==> src/hdl/clc_pkg.sv <==
// Shared types and constants for the character LCD text console.
// Holds command codes, the sequencer states and the text RAM control struct.
// No dependencies.
`timescale 1ns / 1ps
`default_nettype none

package clc_pkg;

  // default and largest row length
  localparam int unsigned ColumnsDflt = 16;
  localparam int unsigned ColumnsMax  = 40;

  // address width of the text RAM control bus, sized for the largest buffer
  localparam int unsigned RamAddrW = $clog2(2 * ColumnsMax);

  // request modes of an input item
  typedef enum logic [1:0] {
    MODE_CHAR  = 2'd0,
    MODE_INIT  = 2'd1,
    MODE_CLEAR = 2'd2,
    MODE_NONE  = 2'd3
  } mode_e;

  // display commands
  localparam logic [7:0] CMD_FUNCTION_SET = 8'h3C;
  localparam logic [7:0] CMD_DISPLAY_ON   = 8'h0C;
  localparam logic [7:0] CMD_CLEAR        = 8'h01;
  localparam logic [7:0] CMD_ENTRY_MODE   = 8'h06;
  localparam logic [7:0] CMD_LINE1        = 8'h80;
  localparam logic [7:0] CMD_LINE2        = 8'hC0;

  // control characters
  localparam logic [7:0] CH_NEWLINE   = 8'h0A;
  localparam logic [7:0] CH_RETURN    = 8'h0D;
  localparam logic [7:0] CH_BACKSPACE = 8'h08;
  localparam logic [7:0] CH_SPACE     = 8'h20;

  // sequencer states
  typedef enum logic [4:0] {
    ST_IDLE = 5'b00001,
    ST_COPY = 5'b00010,
    ST_READ = 5'b00100,
    ST_LOAD = 5'b01000,
    ST_SEND = 5'b10000
  } state_e;

  // sequencer to text RAM control
  typedef struct packed {
    logic                we;
    logic [RamAddrW-1:0] waddr;
    logic [7:0]          wdata;
    logic [RamAddrW-1:0] raddr;
    logic                clr_all;
    logic                clr_bot;
  } ram_ctl_t;

  // display set-up command sequence
  function automatic logic [7:0] init_cmd(input logic [1:0] step);
    logic [7:0] cmd;
    unique case (step)
      2'd0:    cmd = CMD_FUNCTION_SET;
      2'd1:    cmd = CMD_DISPLAY_ON;
      2'd2:    cmd = CMD_CLEAR;
      default: cmd = CMD_ENTRY_MODE;
    endcase
    return cmd;
  endfunction

endpackage

`default_nettype wire

==> src/hdl/clc_ifs.sv <==
// Valid/ready channel interfaces of the character LCD text console.
// clc_in_if carries request items, clc_out_if carries LCD write items.
// No dependencies.
`timescale 1ns / 1ps
`default_nettype none

interface clc_in_if;
  logic       valid;
  logic       ready;
  logic [1:0] mode;
  logic [7:0] char_code;
  logic       last_of_string;

  modport source (output valid, output mode, output char_code, output last_of_string,
                  input ready);
  modport sink   (input valid, input mode, input char_code, input last_of_string,
                  output ready);
endinterface

interface clc_out_if;
  logic       valid;
  logic       ready;
  logic       register_select;
  logic [7:0] lcd_byte;
  logic       last_write;

  modport source (output valid, output register_select, output lcd_byte, output last_write,
                  input ready);
  modport sink   (input valid, input register_select, input lcd_byte, input last_write,
                  output ready);
endinterface

`default_nettype wire

==> src/hdl/clc_text_ram.sv <==
// Two-row text buffer: one write port, one registered read port.
// Per-entry valid bits make unwritten or cleared entries read as a space.
// Depends on clc_pkg.
`timescale 1ns / 1ps
`default_nettype none

module clc_text_ram #(
  parameter int unsigned COLUMNS = clc_pkg::ColumnsDflt
) (
  input  logic              clk_i,
  input  logic              rst_ni,
  input  clc_pkg::ram_ctl_t ctl_i,
  output logic [7:0]        rd_byte_o
);
  import clc_pkg::*;

  localparam int unsigned Entries = 2 * COLUMNS;
  localparam int unsigned AW      = $clog2(Entries);

  logic [7:0]         mem_q [Entries];
  logic [Entries-1:0] valid_q, valid_d;
  logic [7:0]         rdata_q;
  logic               rvalid_q;
  logic [AW-1:0]      waddr;
  logic [AW-1:0]      raddr;

  assign waddr = ctl_i.waddr[AW-1:0];
  assign raddr = ctl_i.raddr[AW-1:0];

  // storage and registered read
  always_ff @(posedge clk_i) begin
    if (ctl_i.we) begin
      mem_q[waddr] <= ctl_i.wdata;
    end
    rdata_q  <= mem_q[raddr];
    rvalid_q <= valid_q[raddr];
  end

  // valid bits: clear whole buffer or bottom row, set on write
  always_comb begin
    valid_d = valid_q;
    for (int e = 0; e < Entries; e++) begin
      if (ctl_i.clr_all || (ctl_i.clr_bot && (e >= COLUMNS))) begin
        valid_d[e] = 1'b0;
      end else if (ctl_i.we && (waddr == AW'(e))) begin
        valid_d[e] = 1'b1;
      end
    end
  end

  always_ff @(posedge clk_i or negedge rst_ni) begin
    if (!rst_ni) begin
      valid_q <= '0;
    end else begin
      valid_q <= valid_d;
    end
  end

  assign rd_byte_o = rvalid_q ? rdata_q : CH_SPACE;

endmodule

`default_nettype wire

==> src/hdl/clc_seq.sv <==
// Console sequencer: edits the buffer, copies rows, and issues LCD writes
// through one shared step adder. Drives the text RAM through ram_ctl_t.
// Depends on clc_pkg and the clc_in_if / clc_out_if interfaces.
`timescale 1ns / 1ps
`default_nettype none

module clc_seq #(
  parameter int unsigned COLUMNS = clc_pkg::ColumnsDflt
) (
  input  logic              clk_i,
  input  logic              rst_ni,
  clc_in_if.sink            in_i,
  clc_out_if.source         out_o,
  output clc_pkg::ram_ctl_t ram_ctl_o,
  input  logic [7:0]        ram_byte_i
);
  import clc_pkg::*;

  localparam int unsigned CW = $clog2(COLUMNS + 1);
  localparam int unsigned IW = $clog2(2 * COLUMNS + 2);
  localparam int unsigned AW = $clog2(2 * COLUMNS);

  localparam logic [IW-1:0] IdxCols     = IW'(COLUMNS);
  localparam logic [IW-1:0] IdxLine2    = IW'(COLUMNS + 1);
  localparam logic [IW-1:0] IdxLast     = IW'(2 * COLUMNS + 1);
  localparam logic [IW-1:0] IdxInitLast = IW'(3);
  localparam logic [CW-1:0] ColMax      = CW'(COLUMNS);
  localparam logic [AW-1:0] AddrBot     = AW'(COLUMNS);

  state_e        state_q, state_d;
  logic [IW-1:0] idx_q, idx_d;
  logic [CW-1:0] col_q, col_d;
  logic          pend_q, pend_d;
  logic          draw_q, draw_d;
  logic          init_q, init_d;
  logic          rs_q, rs_d;
  logic [7:0]    byte_q, byte_d;
  logic          last_q, last_d;

  logic          in_ready;
  ram_ctl_t      ram_ctl;

  // shared step adder: column steps in idle, index steps elsewhere
  logic [IW-1:0] unit_a, unit_b, unit_sum;

  // character decode
  logic [7:0]    code;
  logic          acts, is_nl, is_cr, is_bs, is_txt, col_lt, pend_now;
  logic [CW-1:0] bs_col;

  // redraw index decode
  logic          is_cmd;
  logic [IW-1:0] rd_off, rd_idx;

  assign code   = in_i.char_code;
  assign acts   = (code != 8'h00) && !code[7];
  assign is_nl  = acts && (code == CH_NEWLINE);
  assign is_cr  = acts && (code == CH_RETURN);
  assign is_bs  = acts && (code == CH_BACKSPACE);
  assign is_txt = acts && !is_nl && !is_cr && !is_bs;
  assign col_lt = col_q < ColMax;

  assign unit_a   = (state_q == ST_IDLE) ? IW'(col_q) : idx_q;
  assign unit_b   = ((state_q == ST_IDLE) && is_bs) ? '1 : IW'(1);
  assign unit_sum = unit_a + unit_b;

  assign bs_col = (col_q != '0) ? unit_sum[CW-1:0] : '0;

  assign is_cmd = (idx_q == '0) || (idx_q == IdxLine2);
  assign rd_off = (idx_q > IdxCols) ? IW'(2) : IW'(1);
  assign rd_idx = idx_q - rd_off;

  // sequencer
  always_comb begin
    state_d  = state_q;
    idx_d    = idx_q;
    col_d    = col_q;
    pend_d   = pend_q;
    draw_d   = draw_q;
    init_d   = init_q;
    rs_d     = rs_q;
    byte_d   = byte_q;
    last_d   = last_q;
    ram_ctl  = '0;
    in_ready = 1'b0;
    pend_now = 1'b0;

    unique case (state_q)
      ST_IDLE: begin
        in_ready = 1'b1;
        if (in_i.valid) begin
          unique case (mode_e'(in_i.mode))
            MODE_INIT: begin
              col_d   = '0;
              init_d  = 1'b1;
              idx_d   = '0;
              state_d = ST_READ;
            end
            MODE_CLEAR: begin
              ram_ctl.clr_all = 1'b1;
            end
            MODE_CHAR: begin
              if (is_nl) begin
                // row copy runs first, redraw decided after it
                col_d   = '0;
                pend_d  = 1'b1;
                draw_d  = in_i.last_of_string;
                idx_d   = '0;
                state_d = ST_COPY;
              end else begin
                if (is_cr) begin
                  ram_ctl.clr_bot = 1'b1;
                  col_d           = '0;
                  pend_now        = 1'b1;
                end else if (is_bs) begin
                  ram_ctl.we    = 1'b1;
                  ram_ctl.waddr = RamAddrW'(AddrBot + AW'(bs_col));
                  ram_ctl.wdata = CH_SPACE;
                  col_d         = bs_col;
                  pend_now      = 1'b1;
                end else if (is_txt && col_lt) begin
                  ram_ctl.we    = 1'b1;
                  ram_ctl.waddr = RamAddrW'(AddrBot + AW'(col_q));
                  ram_ctl.wdata = code;
                  col_d         = unit_sum[CW-1:0];
                  pend_now      = 1'b1;
                end
                if (in_i.last_of_string && (pend_q || pend_now)) begin
                  pend_d  = 1'b0;
                  init_d  = 1'b0;
                  idx_d   = '0;
                  state_d = ST_READ;
                end else begin
                  pend_d = pend_q || pend_now;
                end
              end
            end
            MODE_NONE: begin
            end
          endcase
        end
      end

      ST_COPY: begin
        // read bottom[idx], write top[idx-1] from the previous read
        if (idx_q < IdxCols) begin
          ram_ctl.raddr = RamAddrW'(AddrBot + AW'(idx_q));
        end
        if (idx_q != '0) begin
          ram_ctl.we    = 1'b1;
          ram_ctl.waddr = RamAddrW'(AW'(idx_q - IW'(1)));
          ram_ctl.wdata = ram_byte_i;
        end
        if (idx_q == IdxCols) begin
          ram_ctl.clr_bot = 1'b1;
          if (draw_q) begin
            pend_d  = 1'b0;
            init_d  = 1'b0;
            idx_d   = '0;
            state_d = ST_READ;
          end else begin
            state_d = ST_IDLE;
          end
        end else begin
          idx_d = unit_sum;
        end
      end

      ST_READ: begin
        if (!init_q && !is_cmd) begin
          ram_ctl.raddr = RamAddrW'(AW'(rd_idx));
        end
        state_d = ST_LOAD;
      end

      ST_LOAD: begin
        if (init_q) begin
          rs_d   = 1'b0;
          byte_d = init_cmd(idx_q[1:0]);
          last_d = (idx_q == IdxInitLast);
        end else begin
          rs_d   = !is_cmd;
          byte_d = (idx_q == '0) ? CMD_LINE1 : (is_cmd ? CMD_LINE2 : ram_byte_i);
          last_d = (idx_q == IdxLast);
        end
        state_d = ST_SEND;
      end

      ST_SEND: begin
        if (out_o.ready) begin
          if (last_q) begin
            state_d = ST_IDLE;
          end else begin
            idx_d   = unit_sum;
            state_d = ST_READ;
          end
        end
      end

      default: begin
        state_d = ST_IDLE;
      end
    endcase
  end

  // control registers
  always_ff @(posedge clk_i or negedge rst_ni) begin
    if (!rst_ni) begin
      state_q <= ST_IDLE;
      idx_q   <= '0;
      col_q   <= '0;
      pend_q  <= 1'b0;
      draw_q  <= 1'b0;
      init_q  <= 1'b0;
    end else begin
      state_q <= state_d;
      idx_q   <= idx_d;
      col_q   <= col_d;
      pend_q  <= pend_d;
      draw_q  <= draw_d;
      init_q  <= init_d;
    end
  end

  // output item register
  always_ff @(posedge clk_i) begin
    rs_q   <= rs_d;
    byte_q <= byte_d;
    last_q <= last_d;
  end

  assign in_i.ready            = in_ready;
  assign out_o.valid           = (state_q == ST_SEND);
  assign out_o.register_select = rs_q;
  assign out_o.lcd_byte        = byte_q;
  assign out_o.last_write      = last_q;
  assign ram_ctl_o             = ram_ctl;

  // checks
  a_ready_excl: assert property (@(posedge clk_i) disable iff (!rst_ni)
    in_ready |-> !out_o.valid)
    else $error("input ready while an output item is pending");

  a_col_range: assert property (@(posedge clk_i) disable iff (!rst_ni)
    col_q <= ColMax)
    else $error("cursor column beyond row length");

  a_copy_draw: assert property (@(posedge clk_i) disable iff (!rst_ni)
    (state_q == ST_COPY && idx_q == IdxCols && draw_q) |=> (state_q == ST_READ && !pend_q))
    else $error("redraw after row copy did not start or left pending set");

  a_last_idle: assert property (@(posedge clk_i) disable iff (!rst_ni)
    (out_o.valid && out_o.ready && last_q) |=> in_ready)
    else $error("not ready after the final write of a run");

endmodule

`default_nettype wire

==> src/hdl/char_lcd_text_console.sv <==
// Two-row text console for a character LCD: a sequencer and its text RAM.
// Depends on clc_pkg, clc_ifs, clc_text_ram and clc_seq.
//
// Items arrive on in_i; LCD register writes leave on out_o, one item per write,
// last_write marking the end of a run. A character edit, carriage return or
// clear is done as the item is accepted; a newline first copies the bottom
// row up to the top row through the RAM read and write ports. Each LCD write
// passes through address, RAM read and output register steps, then waits on
// out_o.ready, so a full redraw is 2*COLUMNS+2 writes and init is four. Input
// is not accepted until a run finishes. The buffer comes out of reset as all
// spaces with no clearing pass.
`timescale 1ns / 1ps
`default_nettype none

module char_lcd_text_console #(
  parameter int unsigned COLUMNS = clc_pkg::ColumnsDflt
) (
  input  logic      clk_i,
  input  logic      rst_ni,
  clc_in_if.sink    in_i,
  clc_out_if.source out_o
);
  import clc_pkg::*;

  ram_ctl_t   ram_ctl;
  logic [7:0] ram_byte;

  // sequencer
  clc_seq #(
    .COLUMNS (COLUMNS)
  ) u_seq (
    .clk_i      (clk_i),
    .rst_ni     (rst_ni),
    .in_i       (in_i),
    .out_o      (out_o),
    .ram_ctl_o  (ram_ctl),
    .ram_byte_i (ram_byte)
  );

  // text buffer
  clc_text_ram #(
    .COLUMNS (COLUMNS)
  ) u_ram (
    .clk_i     (clk_i),
    .rst_ni    (rst_ni),
    .ctl_i     (ram_ctl),
    .rd_byte_o (ram_byte)
  );

endmodule

`default_nettype wire
==> src/flat_wrapper.sv <==
// flat-port wrapper written by rule: the top's interface ports become plain ports
module char_lcd_text_console_flat import clc_pkg::*;
#(
  parameter int unsigned COLUMNS = clc_pkg::ColumnsDflt
)
  (clk_i, rst_ni, in_i_valid, in_i_mode, in_i_char_code, in_i_last_of_string, in_i_ready, out_o_valid, out_o_register_select, out_o_lcd_byte, out_o_last_write, out_o_ready);
  clc_in_if in_i_i ();
  clc_out_if out_o_i ();
  input  logic clk_i;
  input  logic rst_ni;
  input wire logic [$bits(in_i_i.valid)-1:0] in_i_valid;
  input wire logic [$bits(in_i_i.mode)-1:0] in_i_mode;
  input wire logic [$bits(in_i_i.char_code)-1:0] in_i_char_code;
  input wire logic [$bits(in_i_i.last_of_string)-1:0] in_i_last_of_string;
  output wire logic [$bits(in_i_i.ready)-1:0] in_i_ready;
  output wire logic [$bits(out_o_i.valid)-1:0] out_o_valid;
  output wire logic [$bits(out_o_i.register_select)-1:0] out_o_register_select;
  output wire logic [$bits(out_o_i.lcd_byte)-1:0] out_o_lcd_byte;
  output wire logic [$bits(out_o_i.last_write)-1:0] out_o_last_write;
  input wire logic [$bits(out_o_i.ready)-1:0] out_o_ready;
  assign in_i_i.valid = in_i_valid;
  assign in_i_i.mode = in_i_mode;
  assign in_i_i.char_code = in_i_char_code;
  assign in_i_i.last_of_string = in_i_last_of_string;
  assign in_i_ready = in_i_i.ready;
  assign out_o_valid = out_o_i.valid;
  assign out_o_register_select = out_o_i.register_select;
  assign out_o_lcd_byte = out_o_i.lcd_byte;
  assign out_o_last_write = out_o_i.last_write;
  assign out_o_i.ready = out_o_ready;
  char_lcd_text_console #(.COLUMNS(COLUMNS)) u_core (.clk_i(clk_i), .rst_ni(rst_ni), .in_i(in_i_i), .out_o(out_o_i));
endmodule
==> config.mk <==
export PLATFORM = sky130hd
export DESIGN_NAME = char_lcd_text_console_flat
export DESIGN_NICKNAME = d
export VERILOG_FILES = /design/src/hdl/clc_pkg.sv /design/src/hdl/clc_ifs.sv /design/src/hdl/clc_text_ram.sv /design/src/hdl/clc_seq.sv /design/src/hdl/char_lcd_text_console.sv /design/src/flat_wrapper.sv
export SDC_FILE = /design/constraint.sdc
export NUM_CORES = 1
export LEC_CHECK = 0
export ABC_AREA = 1
export BUFFER_PORTS_ARGS = -buffer_cell sky130_fd_sc_hd__buf_2
export CORE_UTILIZATION = 30
export CTS_CLUSTER_SIZE = 8
export DETAILED_ROUTE_END_ITERATION = 10
export GPL_ROUTABILITY_DRIVEN = 1
export PLACE_DENSITY = 0.4
export SYNTH_ARGS = -nofsm -noshare
export SYNTH_HDL_FRONTEND = slang
export SYNTH_SLANG_ARGS = --single-unit
==> constraint.sdc <==
create_clock -name clk_i -period 7 [get_ports clk_i]
set_input_delay 1.4 -clock clk_i [delete_from_list [all_inputs] [get_ports clk_i]]
set_output_delay 1.4 -clock clk_i [all_outputs]
set_load 0.1 [all_outputs]
**Yosys cells after proc, flatten, opt, wreduce, memory -nomap -nowiden**

Memory sizes are Yosys's and may differ from the RTL's. A register that Yosys moved wholly into a read port is not among the register bits.
Index checks and enable logic that the tools add are counted.

- $add $sub $neg: 6
- $lt $le $gt $ge: 4
- Equal/unequal tests: 59
- Mux-type cells: 140
- Reductions and logical operators: 100

Operators with widths:

| kind | number |
|---|---|
| $mux W16 | 7 |
| $mux W1 | 91 |
| $eq A5 B5 Y1 const B | 17 |
| $reduce_bool A2 Y1 | 34 |
| $mux W5 | 12 |
| $mux W6 | 9 |
| $eq A5 B4 Y1 const B | 9 |
| $logic_and A1 B1 Y1 | 43 |
| $pmux W6 S3 | 2 |
| $mux W8 | 4 |
| $pmux W16 S2 | 1 |
| $pmux W5 S2 | 3 |
| $eq A5 B3 Y1 const B | 5 |
| $pmux W5 S5 | 1 |
| $eq A8 B4 Y1 const B | 3 |
| $eq A5 B2 Y1 const B | 3 |
| $reduce_and A7 Y1 | 2 |
| $add A5 B5 Y6 const A | 2 |
| $eq A6 B5 Y1 const B | 2 |
| $pmux W6 S2 | 1 |
| $eq A5 B1 Y1 const B | 2 |
| $reduce_and A5 Y1 | 2 |
| $ne A3 B3 Y1 const B | 3 |
| $ne A2 B2 Y1 const B | 4 |
| other kinds (30) | 47 |

- Register bits: 62
- RAM bits: 256
- Output and inout bits: 12
- Logic and storage cells: 352
- Memories kept: 1

Memory list:

| memory | words | bits a word | rd ports | clocked after Yosys merged registers in | write ports | RTL line | RTL |
|---|---|---|---|---|---|---|---|
| u_core.u_ram.mem_q | 32 | 8 | 1 | 1 | 1 | clc_text_ram.sv:20 | `logic [7:0] mem_q [Entries];` |

**Depth between registers and ports, before layout**

- Word-level depth: 22
- Gate-level depth with buffers: 21
- Gate-level depth less buffers: 19

**Cells and area by module**

A second synthesis with hierarchy kept.

- Cells, all modules: 1,504
- Area total of the unflattened synthesis: 14,906.8 um2

By module, submodules not included:

| module | instances | cells each | area an instance (um2) | seq. area each (um2) |
|---|---|---|---|---|
| clc_text_ram | 1 | 1,147 | 12,328.1 | 8,668.3 |
| clc_seq | 1 | 357 | 2,578.7 | 777.0 |

**Worst setup path after synthesis**

OpenSTA, ideal clock, no wires.

- Path kind: input -> register
- Start point: input port in_i_char_code[1]
- End point: memory u_core.u_ram.mem_q[24][0] (enable)
- Arrival time: 3.748 ns
- Data required time: 6.630 ns
- Path slack: 2.881 ns
- Stages: 15
- Path buffers: 1
- Path through: nor2_1 -> nand3_1 -> nor2_4 -> nand2_1 -> inv_1 -> ha_1 -> a21oi_1 -> nand2_1 -> or2_2 -> nand3_1 -> nand3_1 -> nand3_1 -> inv_1 -> buf_2 -> nor2_1

- Longest elaborated chain between the ends: 17
- Elaborated cells between the ends (all ways): 29
- Those cells by class: 2 x add/sub; 3 x eq/ne; 11 x mux; 13 x reduce/logical

Ends and longest elaborated chain:

| element | RTL line | RTL |
|---|---|---|
| from (decl) | flat_wrapper.sv:13 | `input wire logic [$bits(in_i_i.char_code)-1:0] in_i_char_code;` |
| branches (longest 11 deep; another with $add A6 B6 Y6) | n/a |  |
| $mux W16 * | clc_seq.sv:103 | `if (is_nl) begin` |
| $mux W16 * | clc_seq.sv:92 | `unique case (mode_e'(in_i.mode))` |
| $mux W16 * | clc_seq.sv:91 | `if (in_i.valid) begin` |
| $pmux W16 S2 * | clc_seq.sv:88 | `unique case (state_q)` |
| $mux W1 | clc_text_ram.sv:32 | `if (ctl_i.we) begin` |
| $mux W1 (implied by the code) | clc_text_ram.sv:33 | `mem_q[waddr] <= ctl_i.wdata;` |
| to (decl) | clc_text_ram.sv:20 |  |

Every way passes the cells marked *.

**Worst setup path after layout**

- Start point: register u_core.u_seq.idx_q[1]
- End point: register u_core.u_ram.rdata_q[5] (read register of u_core.u_ram.mem_q)

- Longest elaborated chain between the ends: 6
- Elaborated cells between the ends (all ways): 13
- Those cells by class: 2 x add/sub; 2 x order compare; 1 x eq/ne; 4 x mux; 4 x reduce/logical

Ends and longest elaborated chain:

| element | RTL line | RTL |
|---|---|---|
| from (decl) | clc_seq.sv:31 | `logic [IW-1:0] idx_q, idx_d;` |
| from (signal assigned) | clc_seq.sv:217 | `idx_q <= idx_d;` |
| branches (longest 5 deep; another with $gt A6 B5 Y1) | n/a |  |
| $pmux W5 S2 * | clc_seq.sv:88 |  |
| to (decl) | clc_text_ram.sv:22 | `logic [7:0] rdata_q;` |

Marks and branches as above.
A chain may end at the register's enable or synchronous reset.

==> impl_metrics.sql <==
INSERT INTO impl_metrics (metric_group, metric, value, unit) VALUES
('status', 'outcome', 'finished, final reports clean', ''),
('timing', 'timing.clock.skew', '0.0193', 'ns'),
('critical_path', 'setup.worst_path.start_class', 'flop', ''),
('run', 'max_cap_violations', '0', ''),
('logic_synthesis', 'yosysTopAreaCell', 'sky130_fd_sc_hd__edfxtp_1', ''),
('clocking', 'clkSinkCount', '326', ''),
('clocking', 'tritoncts_clock_tree', 'yes', ''),
('logic_synthesis', 'synth-edff-count', '266', ''),
('global_route', 'globalRouteMet2Util', '28.4', '%'),
('clocking', 'cts.reportedPaths.clkPinSlew', '0.05', 'ns'),
('placed_design', 'place_hpwl', '29800', 'µm'),
('timing', 'hold_viol_final', '0', ''),
('finish', 'flow.area_growth_from_synthesis', '14.3', '%'),
('clocking', 'cts-root-to-sink-buffers', '3', ''),
('clocking', 'clock_tree.htree_level_count', '2', ''),
('power', 'power.density', '300', 'nW/µm²'),
('clocking', 'postCtsResizedCells', '0', ''),
('floorplan', 'floorplan.die_area', '52600', 'µm²'),
('global_route', 'grt_pass1_wl', '71100', 'µm'),
('floorplan', 'core', '50600', 'µm²'),
('placed_design', 'gp_routability_congestion', '0.808', ''),
('logic_synthesis', 'synth.area.top_cells', 'sky130_fd_sc_hd__edfxtp_1, sky130_fd_sc_hd__nand2_1, sky130_fd_sc_hd__dfrtp_1, sky130_fd_sc_hd__nand3_1, sky130_fd_sc_hd__inv_1', ''),
('global_route', 'number_of_antenna_violations_at_the_first_check_in_global_routing', '1', ''),
('logic_synthesis', 'synthArstFlopShare', '15.6', '%'),
('placed_design', 'portBuffers', '26', ''),
('logic_synthesis', 'ys_top_cells_by_count', 'sky130_fd_sc_hd__nand2_1, sky130_fd_sc_hd__edfxtp_1, sky130_fd_sc_hd__nand3_1, sky130_fd_sc_hd__inv_1, sky130_fd_sc_hd__nor2_1', ''),
('global_route', 'groute.usage.overall', '18.3', '%'),
('global_route', 'grtUsageMet3', '3.36', '%'),
('routing', 'route.antenna.remaining_nets', '0', ''),
('logic_synthesis', 'netlist_area', '15500', 'µm²'),
('finish', 'drive_above_1_share', '13.2', '%'),
('critical_path', 'worst-path-max-fanout', '105', ''),
('timing', 'slew_headroom', '28.3', '%'),
('logic_synthesis', 'postSynthNetCount', '1600', ''),
('routing', 'via_count', '10900', ''),
('critical_path', 'critical_path_required', '7.51', 'ns'),
('logic_synthesis', 'ys_ff_latch', '326', ''),
('finish', 'final_cells', '2313', ''),
('clocking', 'number_of_buffers_created_by_cts', '47', ''),
('timing', 'rsz0062_at_grt', 'false', ''),
('clocking', 'cts_root_buffer', 'sky130_fd_sc_hd__clkbuf_16', ''),
('routing', 'postRouteWirelength', '47000', 'µm'),
('floorplan', 'placement_rows', '82', ''),
('logic_synthesis', 'synth.yosys.seq_area_share', '60.9', '%'),
('global_route', 'maximum_number_of_pins_on_one_net_before_global_route_repair', '106', ''),
('routing', 'wl_per_cell', '20.3', 'µm'),
('timing', 'timing.final.crit_period', '4.81', 'ns'),
('timing', 'totalNegativeSetupSlack', '0', 'ns'),
('critical_path', 'path_class', 'reg2reg', ''),
('logic_synthesis', 'ys.flop_type', 'sky130_fd_sc_hd__edfxtp_1', ''),
('power', 'p_leak', '7.16', 'nW'),
('critical_path', 'cp_data_arrival_time', '5.31', 'ns'),
('power', 'peakVddDrop', '164', 'µV'),
('logic_synthesis', 'synth_largest_type_area_fraction', '51.5', '%'),
('finish', 'insertedDiodeCount', '0', ''),
('global_route', 'globalRoute.busiestLayer', 'met2', ''),
('global_route', 'overflow', '0', ''),
('clocking', 'insertion_delay', '0.58', 'ns'),
('timing', 'final-setup-viol-count', '0', ''),
('timing', 'fmaxAchievable', '208', 'MHz'),
('placed_design', 'place.detailed.instances', '2225', ''),
('floorplan', 'die_y', '229', 'µm'),
('floorplan', 'die_w', '229', 'µm'),
('critical_path', 'setup.worst_path.end_class', 'flop', ''),
('timing', 'layout_worst_path_cycle_share', '68.7', '%'),
('logic_synthesis', 'synth_cell_type_count', '53', ''),
('logic_synthesis', 'yosysWarnings', '0', ''),
('clocking', 'setup_buffers_after_cts', '0', ''),
('logic_synthesis', 'syn-instance-count', '1572', ''),
('routing', 'drt-initial-drc-count', '726', ''),
('timing', 'worst-slew-pin-transition', '1.08', 'ns');
==> flip-flops by register name, indices dropped and copies added (netlist names) <==
signal                              flops
u_core.u_ram.valid_q                   32
u_core.u_seq.col_q                      5
u_core.u_seq.idx_q                      6
u_core.u_ram.mem_q                    256
u_core.u_ram.rdata_q                    8
u_core.u_seq.state_q                    5
u_core.u_seq.out_o.register_select      1
u_core.u_ram.rvalid_q                   1
u_core.u_seq.draw_q                     1
u_core.u_seq.out_o.lcd_byte             8
u_core.u_seq.out_o.last_write           1
u_core.u_seq.pend_q                     1
u_core.u_seq.init_q                     1
==> stage by stage <==
stage / hold slack, ns / power, W / worst slack [ns] / area, µm² / utilization (%)
after floorplan: 0.486 / 0.00294 / 2.88 / 15500 / -
after global placement: 0.502 / 0.00318 / 1.73 / 16300 / 32.2
after detailed placement: 0.509 / 0.00318 / 1.70 / 16300 / 32.2
after CTS: 0.525 / 0.00537 / 2.17 / 17700 / 35.0
after global routing: 0.531 / 0.00555 / 1.74 / 17700 / 35.0
final: 0.519 / 0.00531 / 2.19 / 17700 / 35.0
==> routing by layer <==
metal  vias up  wire (µm)
met5         -          0
met4         0       1020
met3        61       2400
met2       256      21200
met1      5310      22300
li1       5298          -
==> placed cells by master, fill, tap and decap left out, types with 6 or more instances in the layout <==
master and instances:
sky130_fd_sc_hd__nand3_1 232, sky130_fd_sc_hd__nor2_2 7, sky130_fd_sc_hd__o21ai_1 11, sky130_fd_sc_hd__inv_1 183, sky130_fd_sc_hd__a21oi_1 27, sky130_fd_sc_hd__buf_4 20, sky130_fd_sc_hd__o21ai_4 6, sky130_fd_sc_hd__dfxtp_1 9
sky130_fd_sc_hd__o211ai_1 12, sky130_fd_sc_hd__clkbuf_16 48, sky130_fd_sc_hd__nand2_1 389, sky130_fd_sc_hd__nor2_1 76, sky130_fd_sc_hd__ha_1 11, sky130_fd_sc_hd__or2_0 13, sky130_fd_sc_hd__nor2_4 13, sky130_fd_sc_hd__buf_2 26
sky130_fd_sc_hd__dfrtp_1 50, sky130_fd_sc_hd__or2_1 10, sky130_fd_sc_hd__inv_2 18, sky130_fd_sc_hd__or2_2 45, sky130_fd_sc_hd__nand3b_1 17, sky130_fd_sc_hd__nand4_1 8, sky130_fd_sc_hd__clkbuf_1 34, sky130_fd_sc_hd__nor3_1 8
sky130_fd_sc_hd__o21ai_0 44, sky130_fd_sc_hd__nand2_2 7, sky130_fd_sc_hd__edfxtp_1 266
==> critical path: stages, from the launching register on <==
cell,delay [ns]
sky130_fd_sc_hd__dfrtp_1,0.51
sky130_fd_sc_hd__inv_1,0.32
sky130_fd_sc_hd__ha_1,0.25
sky130_fd_sc_hd__inv_1,0.12
sky130_fd_sc_hd__nor2_4,0.19
sky130_fd_sc_hd__inv_1,0.07
sky130_fd_sc_hd__a21oi_1,0.30
sky130_fd_sc_hd__ha_1,0.21
sky130_fd_sc_hd__nor2_1,0.06
sky130_fd_sc_hd__nand2_2,0.13
sky130_fd_sc_hd__nand2_8,0.34
sky130_fd_sc_hd__inv_2,0.96
sky130_fd_sc_hd__buf_4,0.36
sky130_fd_sc_hd__nor2_1,0.05
sky130_fd_sc_hd__nand3b_1,0.15
sky130_fd_sc_hd__nand3_1,0.13
sky130_fd_sc_hd__nand3_1,0.17
sky130_fd_sc_hd__nand2_1,0.17
sky130_fd_sc_hd__nand2_1,0.06
sky130_fd_sc_hd__nand2_1,0.08
==> layout make-up <==
type / count / area, µm²
clock inverters: 3 / 30.0
fillers: 5225 / 32900
inverters: 203 / 762
clock buffers: 85 / 1370
well taps: 672 / 841
repair buffers: 46 / 280
flip-flops and latches: 326 / 9450
multi-input cells: 978 / 4980
==> power breakdown <==
| group | internal [W] | switching [W] | leakage (nW) |
|---|---|---|---|
| logic | 0.000230 | 0.000612 | 3.29 |
| registers | 0.00223 | 0.0000677 | 3.21 |
| clock network | 0.00131 | 0.000854 | 0.669 |
| total | 0.00377 | 0.00153 | 7.16 |
==> worst paths after layout <==
kind | cells past startpoint | from | endpoint | slack, ns
min in group asynchronous | 2 | rst_ni | u_core.u_seq.draw_q | 0.97
max in group asynchronous | 2 | rst_ni | u_core.u_ram.valid_q[14] | 5.48
min reg2reg | 2 | u_core.u_ram.valid_q[15] | u_core.u_ram.valid_q[15] | 0.52
max reg2reg | 19 | u_core.u_seq.idx_q[1] | u_core.u_ram.rdata_q[5] | 2.19
min | 2 | u_core.u_ram.valid_q[15] | u_core.u_ram.valid_q[15] | 0.52
max | 19 | u_core.u_seq.idx_q[1] | u_core.u_ram.rdata_q[5] | 2.19
==> cells by family after synthesis <==
logic type	after synthesis	synth area share, %
flip-flops	326	60.9
XOR/XNOR	4	0.226
AO/OA/AOI/OAI	121	4.62
buffers and inverters	268	7.60
AND/OR/NAND/NOR	840	25.5
adder cells (fa/ha/maj)	13	1.15
(Power assumes the default switching activity.)
